### config.mk
export PLATFORM = sky130hd
export DESIGN_NAME = sha1_message_hasher_unit
export DESIGN_NICKNAME = d
export VERILOG_FILES = /design/src/design/sha1mh_pkg.sv /design/src/design/sha1mh_core.sv /design/src/design/sha1_message_hasher_unit.sv
export SDC_FILE = /design/constraint.sdc
export NUM_CORES = 2
export LEC_CHECK = 0
export ABC_AREA = 1
export BUFFER_PORTS_ARGS = -buffer_cell sky130_fd_sc_hd__buf_2
export CAP_MARGIN = 40
export CORE_MARGIN = 2
export CORE_UTILIZATION = 40
export DETAILED_ROUTE_END_ITERATION = 8
export GPL_ROUTABILITY_DRIVEN = 0
export HOLD_SLACK_MARGIN = 0.05
export SYNTH_ARGS = -nofsm -noshare
export SYNTH_HDL_FRONTEND = slang
export SYNTH_SLANG_ARGS = --single-unit
### constraint.sdc
create_clock -name clk -period 55.9 [get_ports clk]
set_clock_uncertainty 0.05 [all_clocks]
set_input_delay 2.795 -clock clk [delete_from_list [all_inputs] [get_ports clk]]
set_output_delay 2.795 -clock clk [all_outputs]
set_load 0.02 [all_outputs]
### src/design/sha1mh_pkg.sv
// Package with the shared types and constants of the SHA-1 message hasher.
`timescale 1ns / 1ps

package sha1mh_pkg;

    typedef struct packed {
        logic [7:0] data_byte;
        logic       byte_valid;
        logic       end_of_message;
    } item_t;

    typedef struct packed {
        logic [31:0] digest_word;
        logic [2:0]  word_index;
        logic        last_word;
    } result_t;

    typedef logic [4:0][31:0] chain_t;

    typedef struct packed {
        logic       push;
        logic [7:0] push_byte;
        logic       start;
        logic       reinit;
    } ctrl_t;

    typedef struct packed {
        logic done;
    } stat_t;

    localparam logic [31:0] IV0 = 32'h67452301;
    localparam logic [31:0] IV1 = 32'hefcdab89;
    localparam logic [31:0] IV2 = 32'h98badcfe;
    localparam logic [31:0] IV3 = 32'h10325476;
    localparam logic [31:0] IV4 = 32'hc3d2e1f0;

    localparam logic [31:0] K0 = 32'h5a827999;
    localparam logic [31:0] K1 = 32'h6ed9eba1;
    localparam logic [31:0] K2 = 32'h8f1bbcdc;
    localparam logic [31:0] K3 = 32'hca62c1d6;

    localparam logic [7:0] PAD_MARK   = 8'h80;
    localparam logic [7:0] PAD_ZERO   = 8'h00;
    localparam logic [2:0] LAST_INDEX = 3'd4;
    localparam logic [5:0] FILL_LAST  = 6'd63;
    localparam logic [5:0] LEN_START  = 6'd56;

endpackage

### src/design/sha1mh_core.sv
// Block buffer and iterative SHA-1 compression engine, one round per cycle.
`timescale 1ns / 1ps

module sha1mh_core (
    input  logic               clk,
    input  logic               rst_n,
    input  sha1mh_pkg::ctrl_t  ctrl,
    output sha1mh_pkg::stat_t  stat,
    output sha1mh_pkg::chain_t chain
);
    import sha1mh_pkg::*;

    typedef enum logic [1:0] {
        C_IDLE,
        C_ROUND,
        C_ADD
    } cstate_t;

    localparam logic [6:0] ROUND_LAST = 7'd79;
    localparam logic [6:0] ROUND_B1   = 7'd20;
    localparam logic [6:0] ROUND_B2   = 7'd40;
    localparam logic [6:0] ROUND_B3   = 7'd60;

    cstate_t      cstate_reg;
    logic [6:0]   round_reg;
    logic         done_reg;
    chain_t       h_reg;
    logic [511:0] buf_reg;
    logic [31:0]  a_reg, b_reg, c_reg, d_reg, e_reg;

    logic [31:0] f_val;
    logic [31:0] k_val;
    logic [31:0] t_val;
    logic [31:0] w_new;

    always_comb
    begin
        if (round_reg < ROUND_B1)
        begin
            f_val = (b_reg & c_reg) | (~b_reg & d_reg);
            k_val = K0;
        end
        else if (round_reg < ROUND_B2)
        begin
            f_val = b_reg ^ c_reg ^ d_reg;
            k_val = K1;
        end
        else if (round_reg < ROUND_B3)
        begin
            f_val = (b_reg & c_reg) | (b_reg & d_reg) | (c_reg & d_reg);
            k_val = K2;
        end
        else
        begin
            f_val = b_reg ^ c_reg ^ d_reg;
            k_val = K3;
        end
    end

    assign t_val = {a_reg[26:0], a_reg[31:27]} + f_val + e_reg + k_val + buf_reg[511:480];

    always_comb
    begin
        logic [31:0] x;
        x = buf_reg[95:64] ^ buf_reg[255:224] ^ buf_reg[447:416] ^ buf_reg[511:480];
        w_new = {x[30:0], x[31]};
    end

    always_ff @(posedge clk or negedge rst_n)
    begin
        if (!rst_n)
        begin
            cstate_reg <= C_IDLE;
            round_reg  <= '0;
            done_reg   <= 1'b0;
            h_reg      <= {IV4, IV3, IV2, IV1, IV0};
        end
        else
        begin
            done_reg <= (cstate_reg == C_ADD);
            unique case (cstate_reg)
                C_IDLE:
                begin
                    if (ctrl.reinit)
                    begin
                        h_reg <= {IV4, IV3, IV2, IV1, IV0};
                    end
                    if (ctrl.start)
                    begin
                        round_reg  <= '0;
                        cstate_reg <= C_ROUND;
                    end
                end
                C_ROUND:
                begin
                    round_reg <= round_reg + 7'd1;
                    if (round_reg == ROUND_LAST)
                    begin
                        cstate_reg <= C_ADD;
                    end
                end
                C_ADD:
                begin
                    h_reg[0]   <= h_reg[0] + a_reg;
                    h_reg[1]   <= h_reg[1] + b_reg;
                    h_reg[2]   <= h_reg[2] + c_reg;
                    h_reg[3]   <= h_reg[3] + d_reg;
                    h_reg[4]   <= h_reg[4] + e_reg;
                    cstate_reg <= C_IDLE;
                end
                default:
                begin
                    cstate_reg <= C_IDLE;
                end
            endcase
        end
    end

    always_ff @(posedge clk)
    begin
        if (cstate_reg == C_IDLE)
        begin
            if (ctrl.push)
            begin
                buf_reg <= {buf_reg[503:0], ctrl.push_byte};
            end
            if (ctrl.start)
            begin
                a_reg <= h_reg[0];
                b_reg <= h_reg[1];
                c_reg <= h_reg[2];
                d_reg <= h_reg[3];
                e_reg <= h_reg[4];
            end
        end
        else if (cstate_reg == C_ROUND)
        begin
            a_reg   <= t_val;
            b_reg   <= a_reg;
            c_reg   <= {b_reg[1:0], b_reg[31:2]};
            d_reg   <= c_reg;
            e_reg   <= d_reg;
            buf_reg <= {buf_reg[479:0], w_new};
        end
    end

    assign stat.done = done_reg;
    assign chain     = h_reg;

`ifndef SYNTHESIS
    a_start_idle: assert property (@(posedge clk) disable iff (!rst_n)
        ctrl.start |-> cstate_reg == C_IDLE)
        else $error("Compression started while the engine was busy.");

    a_done_after_add: assert property (@(posedge clk) disable iff (!rst_n)
        done_reg |-> $past(cstate_reg == C_ADD))
        else $error("Done raised without a final chaining update.");

    a_round_range: assert property (@(posedge clk) disable iff (!rst_n)
        cstate_reg == C_ROUND |-> round_reg <= ROUND_LAST)
        else $error("Round counter ran past the last round.");
`endif

endmodule

### src/design/sha1_message_hasher_unit.sv
// Top level of the SHA-1 message hasher: byte gathering, padding and digest output.
//
// Usage: message bytes arrive on the item channel, one per transfer, with
// byte_valid marking a real byte and end_of_message closing the message.
// The five digest words leave on the result channel, H0 first, with
// word_index 0 to 4 and last_word set on the fifth.
// Throughput: a byte is taken every cycle while the 64-byte block buffer
// fills. The transfer that completes a block starts a compression, and
// item_stall stays high while the single round unit runs all rounds and
// then the chaining update. At end of message the padding bytes are
// shifted in one per cycle, over one block or over two when a second
// block is needed, each block is compressed, and the digest appears once
// the last compression has finished.
// A result waits on result_stall without change; no new item is taken until
// the fifth word has been transferred, after which the chaining value and
// the byte count return to their initial values.
// Reset loads the standard initial chaining value and clears all counters.
`timescale 1ns / 1ps

module sha1_message_hasher_unit (
    input  logic                clk,
    input  logic                rst_n,
    input  sha1mh_pkg::item_t   item,
    input  logic                item_valid,
    output logic                item_stall,
    output sha1mh_pkg::result_t result,
    output logic                result_valid,
    input  logic                result_stall
);
    import sha1mh_pkg::*;

    typedef enum logic [1:0] {
        S_IDLE,
        S_COMP,
        S_PAD,
        S_OUT
    } state_t;

    state_t      state_reg, state_next;
    logic [5:0]  fill_reg, fill_next;
    logic [60:0] count_reg, count_next;
    logic        pad_reg, pad_next;
    logic        mark_reg, mark_next;
    logic        wrap_reg, wrap_next;
    logic        final_reg, final_next;
    logic [2:0]  widx_reg, widx_next;

    ctrl_t       ctrl;
    stat_t       stat;
    chain_t      chain;
    logic [63:0] len_shift;
    logic        len_sel;

    sha1mh_core u_core (
        .clk   (clk),
        .rst_n (rst_n),
        .ctrl  (ctrl),
        .stat  (stat),
        .chain (chain)
    );

    assign len_shift = {count_reg, 3'b000} << {fill_reg[2:0], 3'b000};
    assign len_sel   = mark_reg && !wrap_reg && (fill_reg >= LEN_START);

    always_comb
    begin
        state_next     = state_reg;
        fill_next      = fill_reg;
        count_next     = count_reg;
        pad_next       = pad_reg;
        mark_next      = mark_reg;
        wrap_next      = wrap_reg;
        final_next     = final_reg;
        widx_next      = widx_reg;
        ctrl.push      = 1'b0;
        ctrl.push_byte = item.data_byte;
        ctrl.start     = 1'b0;
        ctrl.reinit    = 1'b0;
        unique case (state_reg)
            S_IDLE:
            begin
                if (item_valid)
                begin
                    if (item.byte_valid)
                    begin
                        ctrl.push  = 1'b1;
                        fill_next  = fill_reg + 6'd1;
                        count_next = count_reg + 61'd1;
                        if (fill_reg == FILL_LAST)
                        begin
                            ctrl.start = 1'b1;
                            pad_next   = item.end_of_message;
                            state_next = S_COMP;
                        end
                        else if (item.end_of_message)
                        begin
                            pad_next   = 1'b1;
                            state_next = S_PAD;
                        end
                    end
                    else if (item.end_of_message)
                    begin
                        pad_next   = 1'b1;
                        state_next = S_PAD;
                    end
                end
            end
            S_PAD:
            begin
                ctrl.push = 1'b1;
                fill_next = fill_reg + 6'd1;
                if (!mark_reg)
                begin
                    ctrl.push_byte = PAD_MARK;
                    mark_next      = 1'b1;
                    wrap_next      = (fill_reg >= LEN_START);
                end
                else if (len_sel)
                begin
                    ctrl.push_byte = len_shift[63:56];
                end
                else
                begin
                    ctrl.push_byte = PAD_ZERO;
                end
                if (fill_reg == FILL_LAST)
                begin
                    ctrl.start = 1'b1;
                    wrap_next  = 1'b0;
                    final_next = len_sel;
                    state_next = S_COMP;
                end
            end
            S_COMP:
            begin
                if (stat.done)
                begin
                    if (final_reg)
                    begin
                        widx_next  = '0;
                        state_next = S_OUT;
                    end
                    else if (pad_reg)
                    begin
                        state_next = S_PAD;
                    end
                    else
                    begin
                        state_next = S_IDLE;
                    end
                end
            end
            S_OUT:
            begin
                if (!result_stall)
                begin
                    if (widx_reg == LAST_INDEX)
                    begin
                        ctrl.reinit = 1'b1;
                        fill_next   = '0;
                        count_next  = '0;
                        pad_next    = 1'b0;
                        mark_next   = 1'b0;
                        wrap_next   = 1'b0;
                        final_next  = 1'b0;
                        state_next  = S_IDLE;
                    end
                    else
                    begin
                        widx_next = widx_reg + 3'd1;
                    end
                end
            end
            default:
            begin
                state_next = S_IDLE;
            end
        endcase
    end

    always_ff @(posedge clk or negedge rst_n)
    begin
        if (!rst_n)
        begin
            state_reg <= S_IDLE;
            fill_reg  <= '0;
            count_reg <= '0;
            pad_reg   <= 1'b0;
            mark_reg  <= 1'b0;
            wrap_reg  <= 1'b0;
            final_reg <= 1'b0;
            widx_reg  <= '0;
        end
        else
        begin
            state_reg <= state_next;
            fill_reg  <= fill_next;
            count_reg <= count_next;
            pad_reg   <= pad_next;
            mark_reg  <= mark_next;
            wrap_reg  <= wrap_next;
            final_reg <= final_next;
            widx_reg  <= widx_next;
        end
    end

    assign item_stall         = (state_reg != S_IDLE);
    assign result_valid       = (state_reg == S_OUT);
    assign result.digest_word = chain[widx_reg];
    assign result.word_index  = widx_reg;
    assign result.last_word   = (widx_reg == LAST_INDEX);

`ifndef SYNTHESIS
    a_widx_range: assert property (@(posedge clk) disable iff (!rst_n)
        result_valid |-> widx_reg <= LAST_INDEX)
        else $error("Digest word index out of range.");

    a_done_in_comp: assert property (@(posedge clk) disable iff (!rst_n)
        stat.done |-> state_reg == S_COMP)
        else $error("Compression finished outside the wait state.");

    a_clear_after_digest: assert property (@(posedge clk) disable iff (!rst_n)
        result_valid && !result_stall && result.last_word
        |=> fill_reg == '0 && count_reg == '0 && state_reg == S_IDLE)
        else $error("State not cleared after the final digest transfer.");

    a_wrap_after_mark: assert property (@(posedge clk) disable iff (!rst_n)
        wrap_reg |-> mark_reg && state_reg == S_PAD)
        else $error("Padding wrap set without the end marker in place.");
`endif

endmodule

After elaboration in Yosys (flattened, before gate mapping)
Index checks and enable logic that the tools add are counted.
- register bits after elaboration: 918
- bits in latches: 0
- bits in writable memories: 0
- memory bits (read-only): 0
- input bits: 14
- output and inout bits: 38
- logic and storage cells: 184
- memories kept: 0
- add/sub/neg operators: 13
- multipliers: 0
- div/mod/pow operators: 0
- $lt $le $gt $ge: 5
- eq/ne operators: 21
- shift operators: 1
- mux-type cells: 85
- bitwise operators: 13
- reduce and logical (&&, ||, !) cells: 24
- operators by type and width (kind ; count):
    512-bit two-way mux ; 3
    32-bit two-way mux ; 21
    160-bit case mux with 2 select lines ; 1
    32-bit adder ; 9
    61-bit two-way mux ; 4
    160-bit two-way mux ; 1
    32-bit XOR ; 5
    32-bit AND ; 4
    61-bit case mux with 2 select lines ; 1
    32-bit binary-select mux with 3-bit select ; 1
    32-bit OR ; 3
    64-bit by 6-bit left shift with 64-bit output ; 1
    61-bit by 1-bit adder with 61-bit output (second input constant) ; 1
    32-bit inverter ; 1
    31-bit two-way mux ; 1
    2-bit two-way mux ; 12
    6-bit two-way mux ; 4
    8-bit two-way mux ; 3
    2-bit inequality test (second input constant) ; 10
    5-bit AND reduction ; 4
    6-bit case mux with 3 select lines ; 1
    1-bit two-way mux ; 17
    7-bit by 6-bit less-than comparator with 1-bit output (second input constant) ; 2
    7-bit case mux with 2 select lines ; 1
    27 further kinds ; 51

Logic depth before layout (Yosys ltp)
- word-level depth: 12
- gate-level depth with buffers: 27

By module
Synthesis repeated with hierarchy kept, for this count alone.
- cells, all modules: 7368
- area, all modules: 58369.7 um2
- by module, submodules not included (module ; instances ; cells an instance ; area an instance (um2)):
    sha1mh_core ; 1 ; 6207 ; 51617.0
    sha1_message_hasher_unit ; 1 ; 1161 ; 6752.7

Least setup slack after synthesis
No wires, ideal clock.
- path kind: input -> register
- from: input item_valid
- to: register u_core.buf_reg[0] (enable)
- setup time: 2097 ps
- data arrival time: 38602 ps
- data required time: 53753 ps
- path slack: 15151 ps
- stages: 4
- path buffers: 0
- path through: nand3_1 -> nand2_1 -> inv_1 -> o21ai_0
- cells in the longest elaborated chain, start to end: 4
- RTL lines (item ; line ; RTL):
    from (decl) ; sha1_message_hasher_unit.sv:24 ; input logic item_valid,
    1-bit two-way mux ; sha1_message_hasher_unit.sv:82 ; if (item_valid)
    1-bit case mux with 2 select lines ; sha1_message_hasher_unit.sv:79 ; unique case (state_reg)
    2-bit inequality test (no line) ; - ;
    2-bit AND reduction (no line) ; - ;
    to (signal assigned) ; sha1mh_core.sv:125 ; buf_reg <= {buf_reg[503:0], ctrl.push_byte};
    to (signal assigned) ; sha1mh_core.sv:143 ; buf_reg <= {buf_reg[479:0], w_new};
    to (decl) ; sha1mh_core.sv:28 ; logic [511:0] buf_reg;
No other way between the ends.
A chain may end at the register's enable or synchronous reset.

Worst setup path after layout
- from: register u_core.round_reg[3]
- to: register u_core.a_reg[31] (data pin)
- cells in the longest elaborated chain, start to end: 10
- elaborated cells between the ends (all ways): 15
- RTL lines (item ; line ; RTL):
    from (decl) ; sha1mh_core.sv:25 ; logic [6:0] round_reg;
    from (signal assigned) ; sha1mh_core.sv:96 ; round_reg <= round_reg + 7'd1;
    7-bit by 6-bit less-than comparator with 1-bit output ; sha1mh_core.sv:48 ; else if (round_reg < ROUND_B3)
    32-bit two-way mux ; sha1mh_core.sv:48 ;
    32-bit two-way mux ; sha1mh_core.sv:43 ; else if (round_reg < ROUND_B2)
    32-bit two-way mux ; sha1mh_core.sv:38 ; if (round_reg < ROUND_B1)
    32-bit adder (2 in series) ; sha1mh_core.sv:60 ; assign t_val = {a_reg[26:0], a_reg[31:27]} + f_val + e_reg + k_val + buf_reg[511:480];
    32-bit adder * (2 in series) ; sha1mh_core.sv:60 ;
    32-bit two-way mux * ; sha1mh_core.sv:136 ; else if (cstate_reg == C_ROUND)
    32-bit two-way mux * ; sha1mh_core.sv:121 ; if (cstate_reg == C_IDLE)
    to (signal assigned) ; sha1mh_core.sv:129 ; a_reg <= h_reg[0];
    to (signal assigned) ; sha1mh_core.sv:138 ; a_reg <= t_val;
    to (decl) ; sha1mh_core.sv:29 ; logic [31:0] a_reg, b_reg, c_reg, d_reg, e_reg;
Mark *: on every way between the ends. The rest lies on a longest branch, timed or not. The select of a mux whose other input is x is not followed.

==> summary.md <==
| Metric | Value |
|---|---|
| Initial Util | about two fifths |
| Fmax | 0.148 GHz |
| RSZ-0062 raised after global routing | false |
| CTS-repair resized insts | 0 |
| Post-synth EDFFs | 672 |
| Area after DPL | 0.0613 sq mm |
| Synth unique cells | 60 |
| Post-synthesis sequential area ratio | roughly 45% |
| Net Count, Synth | 7872 |
| Setup crit end kind | flip-flop |
| Ys async rst share | 26.8% |
| P_leak | 30.5 nW |
| Design Power | 0.00175 W |
| Hold_buf cts | 0 |
| Max FFs per register | 512 |
| Dpl cells | around 9300 |
| Critical Path RT | 56290 ps |
| Tcrit/Tclk final | between 10% and 20% |
| Vias in the first global route | between 40000 and 50000 |
| Worst slew margin | 30.5% |
| Layout cells sized above 1 | approximately 5.5% |
| Root Driver | clkbuf_16 |
| First-pass DRT Iterations | 8 |
| Grt ovf | 0 |
| Num ports | 52 |
| Final nets | roughly 8000 |
| Outcome | finished clean |
| Post-CTS setup repair buffer count | 0 |
| GR Util All Layers | 25.0% |
| Largest net degree at the start of global routing | roughly 230 |
| Final Core Density | 44.4% |
| Die Width | around 390 um |
| Min Tclk post-route | 6780 ps |
| CTS tree | yes |
| Setup crit start kind | flip-flop |
| Final HPWL from detailed placement | 141 mm |
| Global-route wire length before repair | 290 mm |
| Crit-path max FO | 36 |
| Initial antenna violation count | 2 |
| Final setup violation count | 0 |
| Antenna-violating nets left | 0 |
| Core area | 0.146 sq mm |
| Most frequent cells in the layout | 2815 x nand2_1, 855 x inv_1, 672 x edfxtp_1 |
| Synth Area per Inst | roughly 8 sq um |
| Power per cell area | 27.0 mW/mm^2 |
| PortBufs | between 50 and 60 |
| Maxcap violations | 0 |
| CP arrival | roughly 7200 ps |
| Synth Warn # | 0 |
| Mapped cell area | 0.0589 sq mm |
| Routed wire per std cell | 20.2 um |
| Worst-path clk slew | 60 ps |
| P&R area growth vs syn | 10.1% |
| Final instance area | 0.0648 sq mm |
| Hold Crit Class | reg -> reg |
| Row count | 140 |
| Via density | roughly 5.4 |
| FF+latch count, synth | 918 |
| Number of cells produced by synthesis | ~7500 |
| Layout Cells excl Fill | between 9000 and 10000 |
| Hold Fails Final Rpt | 0 |
| Remaining DRCs | 0 |
| Post-Route WL | 191 mm |
| CTS max path bufs | 3 |
| Peak supply drop | about 0.000023 V |
| Number of DRC markers in iteration 0 | about 5900 |
| Worst Tran Pin Value | 1040 ps |
| Clock buffer count from CTS | 104 |
| Worst-Skew Late Latency | between 700 and 800 ps |
| Total negative slack | 0 ps |
| Ys flop type | edfxtp_1 |
| Vias | 51300 |
| Commonest non-fill, non-tap cell in the layout | nand2_1 |
| Die height | 388 um |
| Setup CP Type | reg -> reg |
| # clock sinks | between 900 and 1000 |
| Final slew viol count | 0 |
| H-tree levels | 3 |
| DIE AREA | around 0.15 sq mm |
## worst paths after layout
path / start / to / slack, ps / depth (start not counted)
worst max-delay path: u_core.round_reg[3] / u_core.a_reg[31] / 49120 / 24
worst min-delay path: u_core.buf_reg[17] / u_core.buf_reg[49] / 460 / 2
worst max register to register: u_core.round_reg[3] / u_core.a_reg[31] / 49120 / 24
worst min register to register: u_core.buf_reg[17] / u_core.buf_reg[49] / 460 / 2
max in group asynchronous: rst_n / u_core.chain[53] / 51720 / 3
min in group asynchronous: rst_n / u_core.chain[128] / 2020 / 1
## cells in the mapped netlist (14+ instances only)
cell      instances  area, sq um
o221ai_1         15          131
nand3_1         346         1730
fa_1            124         2480
xor2_1           68          596
inv_1           855         3210
dfstp_2          80         2100
or2_2            14         87.6
xnor2_1          95          832
edfxtp_1        672        20200
o22ai_1          61          382
clkbuf_1        160          601
a31oi_1          16          100
dfrtp_1         166         4150
inv_2            26         97.6
o21ai_0         552         2760
buf_2            61          305
nor3_1           89          445
ha_1            226         2830
a21oi_1         349         1750
nor2_1          457         1720
o21bai_1         23          173
nand4_1          90          563
nand2_1        2816        10600
nand3b_1         14          105
## per-layer routing
metal | wire [um] | vias up | track usage [%]
met5 | 0 | - | 0
met4 | 10200 | 0 | 11.9
met3 | 15200 | 437 | 3.73
met2 | 83800 | 2072 | 38.4
met1 | 82000 | 24300 | 34.7
li1 | - | 24400 | -
## worst max-delay path: stages (launching register included)
cell	delay [ps]
dfrtp_1	450
nand2_1	120
nand2_1	140
nand2_1	230
nand2_2	700
nand2_2	740
o22ai_1	320
a21oi_1	130
fa_1	550
inv_1	60
fa_1	530
fa_1	530
inv_1	40
ha_1	230
inv_1	80
fa_1	210
inv_1	90
nand2_1	70
nand3_1	180
nand2_1	130
nand2_1	120
a21oi_1	440
nand3_1	140
nand3_1	120
nand2_1	60
## report_power, final
group | internal (W) | switching, W | leakage, nW | total [W]
Clock | 0.000413 | 0.000310 | 1.72 | 0.000723
Sequential | 0.000743 | 0.0000307 | 10.3 | 0.000774
Combinational | 0.0000622 | 0.000192 | 18.5 | 0.000254
Total | 0.00122 | 0.000532 | 30.5 | 0.00175
## per-stage QoR
stage,hold WS [ps],worst slack [ps]
global route,477,48720
floorplan,417,15150
global placement,444,48570
detailed placement,451,48990
CTS,462,49190
finish,461,49120
## kinds of logic after synthesis
| group | after synthesis | synth area share, % |
|---|---|---|
| and+or+nand+nor | 3870 | 26.5 |
| adders and majority gates | 350 | 9.02 |
| xor gates and xnor gates | 163 | 2.42 |
| buffers and inverters | 1120 | 7.33 |
| DFF | 918 | 44.9 |
| AOI/OAI and AO/OA | 1087 | 9.88 |
## layout make-up
cell class                      instances  area [sq um]
Timing Repair Buffer                  103           928
Inverter                              883          3320
Multi-Input combinational cell       5470         28200
Clock buffer                          131          2750
Tap cell                             1917          2400
Antenna cell                            1          2.50
Clock inverter                         61           811
Fill cell                           14500         81100
Sequential cell                       918         26400
Power figures use the tool's default switching activity.
